## src/sv/md5_pkg.sv

```systemverilog
// ----------------------------------------------------------------------------
// md5_pkg
// Shared constants, types and round functions for the MD5 hash engine.
// ----------------------------------------------------------------------------
`default_nettype none
package md5_pkg;
    localparam logic [31:0] IV_A = 32'h67452301;
    localparam logic [31:0] IV_B = 32'hEFCDAB89;
    localparam logic [31:0] IV_C = 32'h98BADCFE;
    localparam logic [31:0] IV_D = 32'h10325476;
    localparam logic [7:0]  PAD_BYTE = 8'h80;
    localparam int          QUEUE_DEPTH = 4;

    typedef enum logic { ACT_ABSORB = 1'b0, ACT_FINISH = 1'b1 } action_t;

    // Command from front to back: one byte into the block, possibly ending it
    typedef struct packed {
        logic [7:0] data;
        logic [5:0] pos;
        logic       compress;
        logic       emit;
    } md5_cmd_t;

    function automatic logic [31:0] sine_k(input logic [5:0] i);
        logic [31:0] k;
        case (i)
            6'd0: k = 32'hD76AA478;  6'd1: k = 32'hE8C7B756;
            6'd2: k = 32'h242070DB;  6'd3: k = 32'hC1BDCEEE;
            6'd4: k = 32'hF57C0FAF;  6'd5: k = 32'h4787C62A;
            6'd6: k = 32'hA8304613;  6'd7: k = 32'hFD469501;
            6'd8: k = 32'h698098D8;  6'd9: k = 32'h8B44F7AF;
            6'd10: k = 32'hFFFF5BB1; 6'd11: k = 32'h895CD7BE;
            6'd12: k = 32'h6B901122; 6'd13: k = 32'hFD987193;
            6'd14: k = 32'hA679438E; 6'd15: k = 32'h49B40821;
            6'd16: k = 32'hF61E2562; 6'd17: k = 32'hC040B340;
            6'd18: k = 32'h265E5A51; 6'd19: k = 32'hE9B6C7AA;
            6'd20: k = 32'hD62F105D; 6'd21: k = 32'h02441453;
            6'd22: k = 32'hD8A1E681; 6'd23: k = 32'hE7D3FBC8;
            6'd24: k = 32'h21E1CDE6; 6'd25: k = 32'hC33707D6;
            6'd26: k = 32'hF4D50D87; 6'd27: k = 32'h455A14ED;
            6'd28: k = 32'hA9E3E905; 6'd29: k = 32'hFCEFA3F8;
            6'd30: k = 32'h676F02D9; 6'd31: k = 32'h8D2A4C8A;
            6'd32: k = 32'hFFFA3942; 6'd33: k = 32'h8771F681;
            6'd34: k = 32'h6D9D6122; 6'd35: k = 32'hFDE5380C;
            6'd36: k = 32'hA4BEEA44; 6'd37: k = 32'h4BDECFA9;
            6'd38: k = 32'hF6BB4B60; 6'd39: k = 32'hBEBFBC70;
            6'd40: k = 32'h289B7EC6; 6'd41: k = 32'hEAA127FA;
            6'd42: k = 32'hD4EF3085; 6'd43: k = 32'h04881D05;
            6'd44: k = 32'hD9D4D039; 6'd45: k = 32'hE6DB99E5;
            6'd46: k = 32'h1FA27CF8; 6'd47: k = 32'hC4AC5665;
            6'd48: k = 32'hF4292244; 6'd49: k = 32'h432AFF97;
            6'd50: k = 32'hAB9423A7; 6'd51: k = 32'hFC93A039;
            6'd52: k = 32'h655B59C3; 6'd53: k = 32'h8F0CCC92;
            6'd54: k = 32'hFFEFF47D; 6'd55: k = 32'h85845DD1;
            6'd56: k = 32'h6FA87E4F; 6'd57: k = 32'hFE2CE6E0;
            6'd58: k = 32'hA3014314; 6'd59: k = 32'h4E0811A1;
            6'd60: k = 32'hF7537E82; 6'd61: k = 32'hBD3AF235;
            6'd62: k = 32'h2AD7D2BB; default: k = 32'hEB86D391;
        endcase
        return k;
    endfunction

    function automatic logic [4:0] rot_amount(input logic [5:0] i);
        logic [4:0] r;
        case ({i[5:4], i[1:0]})
            4'd0: r = 5'd7;   4'd1: r = 5'd12;  4'd2: r = 5'd17;  4'd3: r = 5'd22;
            4'd4: r = 5'd5;   4'd5: r = 5'd9;   4'd6: r = 5'd14;  4'd7: r = 5'd20;
            4'd8: r = 5'd4;   4'd9: r = 5'd11;  4'd10: r = 5'd16; 4'd11: r = 5'd23;
            4'd12: r = 5'd6;  4'd13: r = 5'd10; 4'd14: r = 5'd15; default: r = 5'd21;
        endcase
        return r;
    endfunction

    // Message word index used by step i
    function automatic logic [3:0] word_sel(input logic [5:0] i);
        logic [3:0] w;
        case (i[5:4])
            2'd0: w = i[3:0];
            2'd1: w = 4'(i[3:0] * 4'd5 + 4'd1);
            2'd2: w = 4'(i[3:0] * 4'd3 + 4'd5);
            default: w = 4'(i[3:0] * 4'd7);
        endcase
        return w;
    endfunction
endpackage
`default_nettype wire

```

## src/sv/md5_if.sv

```systemverilog
// ----------------------------------------------------------------------------
// md5_in_if / md5_out_if
// Valid/ready channels for message items and digest words.
// ----------------------------------------------------------------------------
`default_nettype none
interface md5_in_if;
    logic       valid;
    logic       ready;
    logic       action;
    logic [7:0] msg_byte;
    modport source (output valid, action, msg_byte, input ready);
    modport sink (input valid, action, msg_byte, output ready);
endinterface

interface md5_out_if;
    logic        valid;
    logic        ready;
    logic [31:0] digest_word;
    logic [1:0]  word_index;
    logic        last_word;
    modport source (output valid, digest_word, word_index, last_word, input ready);
    modport sink (input valid, digest_word, word_index, last_word, output ready);
endinterface
`default_nettype wire

```

## src/sv/md5_hash_engine_unit.sv

```systemverilog
// ----------------------------------------------------------------------------
// md5_hash_engine_unit
// Byte-serial MD5 hasher: front sequencer, command queue, compression back.
// ----------------------------------------------------------------------------
// Usage:
//   in_ch carries one item per handshake: action absorb adds msg_byte,
//   action finish pads the message and requests the digest.
//   out_ch returns four digest words per finish, word_index 0..3, with
//   last_word set on the fourth.
// Throughput: one absorb per cycle while the queue has room. Every
//   64th byte starts a compression (prefetch, 64 steps, add) during which
//   the back takes no byte; the queue absorbs up to four.
// Finish: expands into up to 72 padding and length bytes, one per cycle
//   while the queue has room, plus one or two compressions, then the words.
// Reset: chaining words return to the initial values and the byte count
//   to zero; the block RAM holds stale data that is always overwritten.
// Stall: words wait in place while out_ch.ready is low; the back then
//   holds off the queue, and the front stops taking items once it fills.
// ----------------------------------------------------------------------------
`default_nettype none
module md5_hash_engine_unit import md5_pkg::*; #(
    parameter int QDEPTH = QUEUE_DEPTH
) (
    input  wire logic clk,
    input  wire logic rst_n,
    md5_in_if.sink    in_ch,
    md5_out_if.source out_ch
);
    logic     f_valid, f_ready, b_valid, b_ready;
    md5_cmd_t f_cmd, b_cmd;

    md5_front u_front (
        .clk (clk), .rst_n (rst_n), .in_ch (in_ch),
        .cmd_valid (f_valid), .cmd_ready (f_ready), .cmd (f_cmd)
    );

    md5_queue #(.DEPTH(QDEPTH)) u_queue (
        .clk (clk), .rst_n (rst_n),
        .push_valid (f_valid), .push_ready (f_ready), .push_cmd (f_cmd),
        .pop_valid (b_valid), .pop_ready (b_ready), .pop_cmd (b_cmd)
    );

    md5_back u_back (
        .clk (clk), .rst_n (rst_n),
        .cmd_valid (b_valid), .cmd_ready (b_ready), .cmd (b_cmd),
        .out_ch (out_ch)
    );
endmodule
`default_nettype wire

```

## src/sv/md5_ram.sv

```systemverilog
// ----------------------------------------------------------------------------
// md5_ram
// Generic single-write, single-read RAM with registered read data.
// ----------------------------------------------------------------------------
`default_nettype none
module md5_ram #(
    parameter int WIDTH = 8,
    parameter int DEPTH = 64
) (
    input  wire logic                     clk,
    input  wire logic                     we,
    input  wire logic [$clog2(DEPTH)-1:0] waddr,
    input  wire logic [WIDTH-1:0]         wdata,
    input  wire logic [$clog2(DEPTH)-1:0] raddr,
    output logic      [WIDTH-1:0]         rdata
);
    logic [WIDTH-1:0] mem [DEPTH];

    // Write port and registered read port
    always_ff @(posedge clk)
    begin
        if (we)
        begin
            mem[waddr] <= wdata;
        end
        rdata <= mem[raddr];
    end
endmodule
`default_nettype wire

```

## src/sv/md5_front.sv

```systemverilog
// ----------------------------------------------------------------------------
// md5_front
// Accepts items, tracks the byte count and expands a finish item into
// padding and length bytes, one command per cycle while cmd_ready is high.
// ----------------------------------------------------------------------------
`default_nettype none
module md5_front import md5_pkg::*; (
    input  wire logic     clk,
    input  wire logic     rst_n,
    md5_in_if.sink        in_ch,
    output logic          cmd_valid,
    input  wire logic     cmd_ready,
    output md5_cmd_t      cmd
);
    typedef enum logic [1:0] { S_IDLE, S_PAD, S_LEN } state_t;

    state_t      state_reg, state_next;
    logic [63:0] count_reg, count_next;
    logic [63:0] bits_reg, bits_next;
    logic [5:0]  pos_reg, pos_next;

    assign in_ch.ready = (state_reg == S_IDLE) && cmd_ready;

    // Build the next command and step the sequencer
    always_comb
    begin
        state_next = state_reg;
        count_next = count_reg;
        bits_next  = bits_reg;
        pos_next   = pos_reg;
        cmd_valid  = 1'b0;
        cmd        = '0;
        case (state_reg)
            S_IDLE:
            begin
                cmd_valid = in_ch.valid;
                cmd.pos   = count_reg[5:0];
                cmd.compress = (count_reg[5:0] == 6'd63);
                if (in_ch.action == ACT_FINISH)
                begin
                    cmd.data = PAD_BYTE;
                end
                else
                begin
                    cmd.data = in_ch.msg_byte;
                end
                if (in_ch.valid && cmd_ready)
                begin
                    if (in_ch.action == ACT_FINISH)
                    begin
                        bits_next  = {count_reg[60:0], 3'b000};
                        pos_next   = 6'(count_reg[5:0] + 6'd1);
                        count_next = '0;
                        state_next = (6'(count_reg[5:0] + 6'd1) == 6'd56) ? S_LEN : S_PAD;
                    end
                    else
                    begin
                        count_next = count_reg + 64'd1;
                    end
                end
            end
            S_PAD:
            begin
                cmd_valid    = 1'b1;
                cmd.pos      = pos_reg;
                cmd.compress = (pos_reg == 6'd63);
                if (cmd_ready)
                begin
                    pos_next = 6'(pos_reg + 6'd1);
                    if (6'(pos_reg + 6'd1) == 6'd56)
                    begin
                        state_next = S_LEN;
                    end
                end
            end
            S_LEN:
            begin
                cmd_valid    = 1'b1;
                cmd.pos      = pos_reg;
                cmd.data     = bits_reg[7:0];
                cmd.compress = (pos_reg == 6'd63);
                cmd.emit     = (pos_reg == 6'd63);
                if (cmd_ready)
                begin
                    pos_next  = 6'(pos_reg + 6'd1);
                    bits_next = {8'h00, bits_reg[63:8]};
                    if (pos_reg == 6'd63)
                    begin
                        state_next = S_IDLE;
                    end
                end
            end
            default:
            begin
                state_next = S_IDLE;
            end
        endcase
    end

    // Hold sequencer state
    always_ff @(posedge clk or negedge rst_n)
    begin
        if (!rst_n)
        begin
            state_reg <= S_IDLE;
            count_reg <= '0;
            bits_reg  <= '0;
            pos_reg   <= '0;
        end
        else
        begin
            state_reg <= state_next;
            count_reg <= count_next;
            bits_reg  <= bits_next;
            pos_reg   <= pos_next;
        end
    end
endmodule
`default_nettype wire

```

## src/sv/md5_queue.sv

```systemverilog
// ----------------------------------------------------------------------------
// md5_queue
// Short command queue between the front and the back.
// ----------------------------------------------------------------------------
`default_nettype none
module md5_queue import md5_pkg::*; #(
    parameter int DEPTH = QUEUE_DEPTH
) (
    input  wire logic     clk,
    input  wire logic     rst_n,
    input  wire logic     push_valid,
    output logic          push_ready,
    input  wire md5_cmd_t push_cmd,
    output logic          pop_valid,
    input  wire logic     pop_ready,
    output md5_cmd_t      pop_cmd
);
    localparam int AW = (DEPTH > 1) ? $clog2(DEPTH) : 1;

    md5_cmd_t         slot_reg [DEPTH];
    logic [AW-1:0]    wr_reg, rd_reg;
    logic [AW:0]      fill_reg;
    logic             push, pop;

    assign push_ready = (fill_reg != (AW+1)'(DEPTH));
    assign pop_valid  = (fill_reg != '0);
    assign pop_cmd    = slot_reg[rd_reg];
    assign push = push_valid && push_ready;
    assign pop  = pop_valid && pop_ready;

    // Store incoming commands
    always_ff @(posedge clk)
    begin
        if (push)
        begin
            slot_reg[wr_reg] <= push_cmd;
        end
    end

    // Advance pointers and fill level
    always_ff @(posedge clk or negedge rst_n)
    begin
        if (!rst_n)
        begin
            wr_reg   <= '0;
            rd_reg   <= '0;
            fill_reg <= '0;
        end
        else
        begin
            if (push)
            begin
                wr_reg <= (wr_reg == AW'(DEPTH - 1)) ? '0 : AW'(wr_reg + 1'b1);
            end
            if (pop)
            begin
                rd_reg <= (rd_reg == AW'(DEPTH - 1)) ? '0 : AW'(rd_reg + 1'b1);
            end
            fill_reg <= (AW+1)'(fill_reg + {{AW{1'b0}}, push} - {{AW{1'b0}}, pop});
        end
    end
endmodule
`default_nettype wire

```

## src/sv/md5_back.sv

```systemverilog
// ----------------------------------------------------------------------------
// md5_back
// Writes bytes into the block RAM, runs the 64-step compression one step
// per cycle and emits the digest words.
// ----------------------------------------------------------------------------
`default_nettype none
module md5_back import md5_pkg::*; (
    input  wire logic     clk,
    input  wire logic     rst_n,
    input  wire logic     cmd_valid,
    output logic          cmd_ready,
    input  wire md5_cmd_t cmd,
    md5_out_if.source     out_ch
);
    typedef enum logic [1:0] { S_FILL, S_RUN, S_ADD, S_EMIT } state_t;

    state_t      state_reg;
    logic [31:0] ca_reg, cb_reg, cc_reg, cd_reg;
    logic [31:0] a_reg, b_reg, c_reg, d_reg;
    logic [6:0]  step_reg;
    logic        emit_reg;
    logic [1:0]  idx_reg;

    logic        we;
    logic [3:0]  raddr;
    logic [31:0] rdata;
    logic [5:0]  cur;
    logic [31:0] f, t, rot, sum_b;
    logic [4:0]  sh;

    assign cmd_ready = (state_reg == S_FILL);
    assign we = cmd_valid && cmd_ready;

    // Block stored as 16 words, byte-written through four lanes
    genvar g;
    generate
        for (g = 0; g < 4; g++)
        begin : g_lane
            md5_ram #(.WIDTH(8), .DEPTH(16)) u_ram (
                .clk   (clk),
                .we    (we && (cmd.pos[1:0] == 2'(g))),
                .waddr (cmd.pos[5:2]),
                .wdata (cmd.data),
                .raddr (raddr),
                .rdata (rdata[8*g +: 8])
            );
        end
    endgenerate

    // Prefetch the word for the next step
    assign raddr = word_sel(6'(step_reg));
    assign cur   = 6'(step_reg - 7'd1);

    // One compression step
    always_comb
    begin
        case (cur[5:4])
            2'd0: f = d_reg ^ (b_reg & (c_reg ^ d_reg));
            2'd1: f = c_reg ^ (d_reg & (b_reg ^ c_reg));
            2'd2: f = b_reg ^ c_reg ^ d_reg;
            default: f = c_reg ^ (b_reg | ~d_reg);
        endcase
        t     = a_reg + f + rdata + sine_k(cur);
        sh    = rot_amount(cur);
        rot   = (t << sh) | (t >> (6'd32 - {1'b0, sh}));
        sum_b = rot + b_reg;
    end

    always_comb
    begin
        out_ch.valid       = (state_reg == S_EMIT);
        out_ch.word_index  = idx_reg;
        out_ch.last_word   = (idx_reg == 2'd3);
        case (idx_reg)
            2'd0: out_ch.digest_word = ca_reg;
            2'd1: out_ch.digest_word = cb_reg;
            2'd2: out_ch.digest_word = cc_reg;
            default: out_ch.digest_word = cd_reg;
        endcase
    end

    // Sequence fill, compression, chaining add and emission
    always_ff @(posedge clk or negedge rst_n)
    begin
        if (!rst_n)
        begin
            state_reg <= S_FILL;
            ca_reg <= IV_A; cb_reg <= IV_B; cc_reg <= IV_C; cd_reg <= IV_D;
            a_reg <= '0; b_reg <= '0; c_reg <= '0; d_reg <= '0;
            step_reg <= '0;
            emit_reg <= 1'b0;
            idx_reg  <= '0;
        end
        else
        begin
            case (state_reg)
                S_FILL:
                begin
                    if (we && cmd.compress)
                    begin
                        a_reg <= ca_reg; b_reg <= cb_reg;
                        c_reg <= cc_reg; d_reg <= cd_reg;
                        step_reg  <= '0;
                        emit_reg  <= cmd.emit;
                        state_reg <= S_RUN;
                    end
                end
                S_RUN:
                begin
                    step_reg <= 7'(step_reg + 7'd1);
                    if (step_reg != 7'd0)
                    begin
                        a_reg <= d_reg; d_reg <= c_reg; c_reg <= b_reg; b_reg <= sum_b;
                    end
                    if (step_reg == 7'd64)
                    begin
                        state_reg <= S_ADD;
                    end
                end
                S_ADD:
                begin
                    ca_reg <= ca_reg + a_reg; cb_reg <= cb_reg + b_reg;
                    cc_reg <= cc_reg + c_reg; cd_reg <= cd_reg + d_reg;
                    idx_reg   <= '0;
                    state_reg <= emit_reg ? S_EMIT : S_FILL;
                end
                S_EMIT:
                begin
                    if (out_ch.ready)
                    begin
                        idx_reg <= 2'(idx_reg + 2'd1);
                        if (idx_reg == 2'd3)
                        begin
                            ca_reg <= IV_A; cb_reg <= IV_B;
                            cc_reg <= IV_C; cd_reg <= IV_D;
                            state_reg <= S_FILL;
                        end
                    end
                end
                default:
                begin
                    state_reg <= S_FILL;
                end
            endcase
        end
    end
endmodule
`default_nettype wire

```

## src/flat_wrapper.sv

```systemverilog
// flat-port wrapper written by rule: the top's interface ports become plain ports
module md5_hash_engine_unit_flat import md5_pkg::*;
#(
    parameter int QDEPTH = QUEUE_DEPTH
)
  (clk, rst_n, in_ch_valid, in_ch_action, in_ch_msg_byte, in_ch_ready, out_ch_valid, out_ch_digest_word, out_ch_word_index, out_ch_last_word, out_ch_ready);
  md5_in_if in_ch_i ();
  md5_out_if out_ch_i ();
  input  wire logic clk;
  input  wire logic rst_n;
  input wire logic [$bits(in_ch_i.valid)-1:0] in_ch_valid;
  input wire logic [$bits(in_ch_i.action)-1:0] in_ch_action;
  input wire logic [$bits(in_ch_i.msg_byte)-1:0] in_ch_msg_byte;
  output wire logic [$bits(in_ch_i.ready)-1:0] in_ch_ready;
  output wire logic [$bits(out_ch_i.valid)-1:0] out_ch_valid;
  output wire logic [$bits(out_ch_i.digest_word)-1:0] out_ch_digest_word;
  output wire logic [$bits(out_ch_i.word_index)-1:0] out_ch_word_index;
  output wire logic [$bits(out_ch_i.last_word)-1:0] out_ch_last_word;
  input wire logic [$bits(out_ch_i.ready)-1:0] out_ch_ready;
  assign in_ch_i.valid = in_ch_valid;
  assign in_ch_i.action = in_ch_action;
  assign in_ch_i.msg_byte = in_ch_msg_byte;
  assign in_ch_ready = in_ch_i.ready;
  assign out_ch_valid = out_ch_i.valid;
  assign out_ch_digest_word = out_ch_i.digest_word;
  assign out_ch_word_index = out_ch_i.word_index;
  assign out_ch_last_word = out_ch_i.last_word;
  assign out_ch_i.ready = out_ch_ready;
  md5_hash_engine_unit #(.QDEPTH(QDEPTH)) u_core (.clk(clk), .rst_n(rst_n), .in_ch(in_ch_i), .out_ch(out_ch_i));
endmodule
```

## config.mk

```make
export PLATFORM = sky130hd
export DESIGN_NAME = md5_hash_engine_unit_flat
export DESIGN_NICKNAME = d
export VERILOG_FILES = /design/src/sv/md5_pkg.sv /design/src/sv/md5_if.sv /design/src/sv/md5_hash_engine_unit.sv /design/src/sv/md5_ram.sv /design/src/sv/md5_front.sv /design/src/sv/md5_queue.sv /design/src/sv/md5_back.sv /design/src/flat_wrapper.sv
export SDC_FILE = /design/constraint.sdc
export NUM_CORES = 2
export LEC_CHECK = 0
export ABC_AREA = 1
export BUFFER_PORTS_ARGS = -buffer_cell sky130_fd_sc_hd__buf_4
export CORE_ASPECT_RATIO = 1.2
export CORE_MARGIN = 2
export CORE_UTILIZATION = 51
export CTS_CLUSTER_DIAMETER = 200
export CTS_CLUSTER_SIZE = 8
export DETAILED_ROUTE_END_ITERATION = 8
export PLACE_DENSITY = 0.66
export SETUP_SLACK_MARGIN = 0.1
export SYNTH_ARGS = -nofsm -noshare
export SYNTH_HDL_FRONTEND = slang
export SYNTH_HIERARCHICAL = 1
export SYNTH_SLANG_ARGS = --single-unit
```

## constraint.sdc

```tcl
create_clock -name clk -period 17.64 [get_ports clk]
set_input_delay 0.882 -clock clk [delete_from_list [all_inputs] [get_ports clk]]
set_output_delay 0.882 -clock clk [all_outputs]
set_load 0.005 [all_outputs]
```

==> metrics.md <==
| Metric | Value |
|---|---|
| Run status | `finished clean` |
| Core ar. | `~130000 sq um` |
| Final wirelength | `approximately 240000 microns` |
| CTS Hold Bufs | `0` |
| I/O Buffers | `49` |
| Starting Density | `0.513` |
| CTS tree | `done` |
| Number of flops mapped to enable cells by yosys | `~580` |
| Worst endpoint required time | `18.28 ns` |
| Ys Warns | `6` |
| Worst slew pin tran | `1.27 ns` |
| Post-CTS setup buffer count | `0` |
| Placer Congestion | `1.07` |
| # Max-Cap Violations | `0` |
| Area fraction in and, or, nand and nor cells after synthesis | `0.235` |
| CP Class | `reg2reg` |
| Synth cell types | `81` |
| Antenna violations before repair | `1` |
| Clk sinks | `just over 1000` |
| Adder-Cell Fraction of Synth Area | `0.0677` |
| Most used DFF post-synth | `edfxtp_1` |
| WL/cell | `~25 microns` |
| Post-synthesis sequential area ratio | `0.435` |
| Mean Syn Cell Area | `~8 sq um` |
| R2R Path End | `u_core/u_back/b_reg[22]$_DFFE_PN0P_` |
| Reg clk slew, reported paths | `about 0.090 ns` |
| Largest family of logic cells by synthesized area | `simple AND/OR/NAND/NOR gates` |
| Remaining Overflow, GRT | `0` |
| Vias per cell | `between 5 and 6` |
| Startpoint types | `flop` |
| Gr usage total | `0.370` |
| R2R Setup Slk | `6.16 ns` |
| CP max FO | `23` |
| Crit path from | `u_core/u_back/step_reg[1]$_DFFE_PN0P_` |
| Final setup vio count | `0` |
| Post-synth net total | `roughly 8600` |
| Fillers | `~12000` |
| Mux share of post-synthesis cell area | `0.000617` |
| Max FFs per register | `approximately 510` |
| CTS resizes | `0` |
| Io pins | `50` |
| Pin count of the biggest net entering global routing | `183` |
| CTS root buf | `clkbuf_16` |
| Number of global-route vias before repair | `56451` |
| Critical Path Sink | `u_core/u_back/b_reg[22]$_DFFE_PN0P_` |
| Synthesis-stage register bit count | `1016` |
| Worst EP arrival | `roughly 12 ns` |
| Layout Nets | `approximately 8500` |
| Worst setup EP type | `flop` |
| TritonRoute pass-1 iters | `9` |
| Later-pin clock latency in the skew report | `0.82 ns` |
| Num rows | `143` |
| Post-route antenna net violation count | `0` |
| Slowest-stage cell, CP | `ha_1` |
| Buf/Inv on CP | `7` |
| Initial DRC Count | `slightly above 6000` |
| R2R cell count | `around 50` |
| Hold Path Class | `in2async` |
| Post-detailed-route DRC marker count | `0` |
| Mapped Area | `approximately 65000 sq um` |
| Final Hold Viols | `0` |
| Total stage count of the critical path | `49` |
| First-pass GRT wire length | `~360000 microns` |
| DP HPWL | `approximately 170000 microns` |
| Fmax | `between 0.08 and 0.09 GHz` |
| CTS Buffer Depth | `3` |
| Gate Count Post-Synth | `between 8000 and 9000` |
| Total negative slack | `0 ns` |
| Crit path largest cell delay | `about 0.64 ns` |
| Die area | `130000 sq um` |
| N_diodes | `0` |
| Tmin final | `between 10 and 15 ns` |
| Post-synthesis compound-gate area fraction | `0.146` |
| Final Skew | `roughly 0.06 ns` |
| Die span in y | `395 microns` |
| XOR/XNOR share of the synthesized area | `0.0175` |
| Final Max Tran Viols | `0` |
| CTS buffer count | `about 150` |
| Via count | `58734` |
| Htree depth | `4` |
| Period utilization | `0.651` |
| Cell family with most CP delay | `compound AO/OA/AOI/OAI gates` |
| Max-Slew Margin vs Limit | `0.151` |
| RR Startpoint | `u_core/u_back/step_reg[1]$_DFFE_PN0P_` |
| Area grow syn2layout | `8.39%` |
| Final Worst Setup Slack | `~6.2 ns` |
| Die width | `around 330 microns` |
| Unrepaired setup endpoints after global routing | `false` |
| Proportion of layout cells with a drive suffix above 1 | `0.0618` |
| Async S/R FF share, synth | `0.402` |
| DP Worst Slack | `~6.5 ns` |
[layout make-up]
| class | count | area, sq um | share of cell area |
|---|---|---|---|
| Multi-Input combinational cell | 5656 | 30400 | 0.432 |
| Sequential cell | 1016 | 28200 | 0.401 |
| Inverter | 1204 | 4540 | 0.0645 |
| Clock buffer | 224 | 4010 | 0.0570 |
| Tap cell | 1667 | 2090 | 0.0297 |
| Timing Repair Buffer | 110 | 858 | 0.0122 |
| Clock inverter | 13 | 243 | 0.00345 |
[layer usage]
layer	GRT usage	share of wire	vias to the layer above	routed length [microns]
met5	0	0	-	0
met4	0.271	0.085	0	20800
met3	0.0522	0.067	737	16400
met2	0.609	0.47	2612	115000
met1	0.442	0.38	28094	91700
li1	-	-	27291	-
[worst min-delay path by stage]
stage | from | endpoint | slack, ns | depth (start not counted)
after detailed placement | u_core/u_front/bits_reg[2]$_DFFE_PN0P_ | u_core/u_front/bits_reg[2]$_DFFE_PN0P_ | 0.51 | 2
after global routing | rst_n | u_core/u_back/cd_reg[16]$_DFFE_PN0P_ | 0.18 | 1
after global placement | u_core/u_front/bits_reg[2]$_DFFE_PN0P_ | u_core/u_front/bits_reg[2]$_DFFE_PN0P_ | 0.50 | 2
after floorplan | u_core/u_back/cc_reg[28]$_DFFE_PN1P_ | u_core/u_back/cc_reg[28]$_DFFE_PN1P_ | 0.46 | 2
final | rst_n | u_core/u_back/cd_reg[16]$_DFFE_PN0P_ | 0.13 | 1
after CTS | rst_n | u_core/u_back/cd_reg[16]$_DFFE_PN0P_ | 0.14 | 1
[cell families (layout without fill, tap and decap cells)]
group	Yosys count	in the layout
xor+xnor	126	126
buf+inv	1558	1551
fa+ha+maj	308	308
compound gates	1601	1601
flops	1016	1016
simple gates	3617	3617
mux	4	4
[synth_stat cells (15+ instances only)]
cell type / n / share of area
nand2_1: 1942 / 0.11
inv_1: 1173 / 0.068
nand3_1: 796 / 0.061
nor2_1: 632 / 0.037
edfxtp_1: 576 / 0.27
o21ai_0: 515 / 0.040
a21oi_1: 456 / 0.035
dfrtp_1: 344 / 0.13
ha_1: 236 / 0.046
clkbuf_1: 166 / 0.0096
o211ai_1: 144 / 0.017
a31oi_1: 124 / 0.012
buf_2: 94 / 0.0073
o22ai_1: 94 / 0.0091
nor3_1: 80 / 0.0062
xor2_1: 77 / 0.010
fa_1: 72 / 0.022
dfstp_2: 64 / 0.026
o21ai_1: 50 / 0.0039
xnor2_1: 46 / 0.0062
nand2_2: 39 / 0.0038
nand4_1: 39 / 0.0038
dfxtp_1: 32 / 0.0099
buf_4: 31 / 0.0036
buf_6: 30 / 0.0052
buf_1: 29 / 0.0017
inv_2: 25 / 0.0014
o211ai_2: 23 / 0.0044
or2_2: 21 / 0.0020
a221oi_1: 20 / 0.0027
a22oi_1: 17 / 0.0020
o21bai_1: 16 / 0.0019
a211oi_1: 15 / 0.0017
nor2_2: 15 / 0.0014
o221ai_1: 15 / 0.0020
[layout by cell type, fill, tap and decap left out, drive strengths merged, types with 17 or more instances in the layout]
master	instances
nand2	1984
buf	110
nand4	41
o21ai	567
a221oi	20
nor3	83
nand3	798
dfstp	64
o22ai	94
xor2	80
o221ai	17
dfrtp	344
clkbuf	224
a21oi	458
or2	25
inv	1203
xnor2	46
ha	236
nor2	651
o211ai	167
a22oi	17
fa	72
edfxtp	576
a31oi	124
dfxtp	32
[through the flow]
stage / hold WS [ns] / instances / cell area, sq um / util
6_report: 0.130 / 9890 / 70300 / 0.556
5_1_grt: 0.175 / 9890 / 70300 / 0.556
4_1_cts: 0.135 / 9890 / 70300 / 0.556
3_5_place_dp: 0.506 / 9653 / 66100 / 0.522
3_3_place_gp: 0.500 / 9653 / 66100 / 0.522
2_1_floorplan: 0.465 / 8230 / 64900 / -
Power is not shown: default switching activity piles up to over one toggle a cycle in this logic, so the estimate is an artifact.
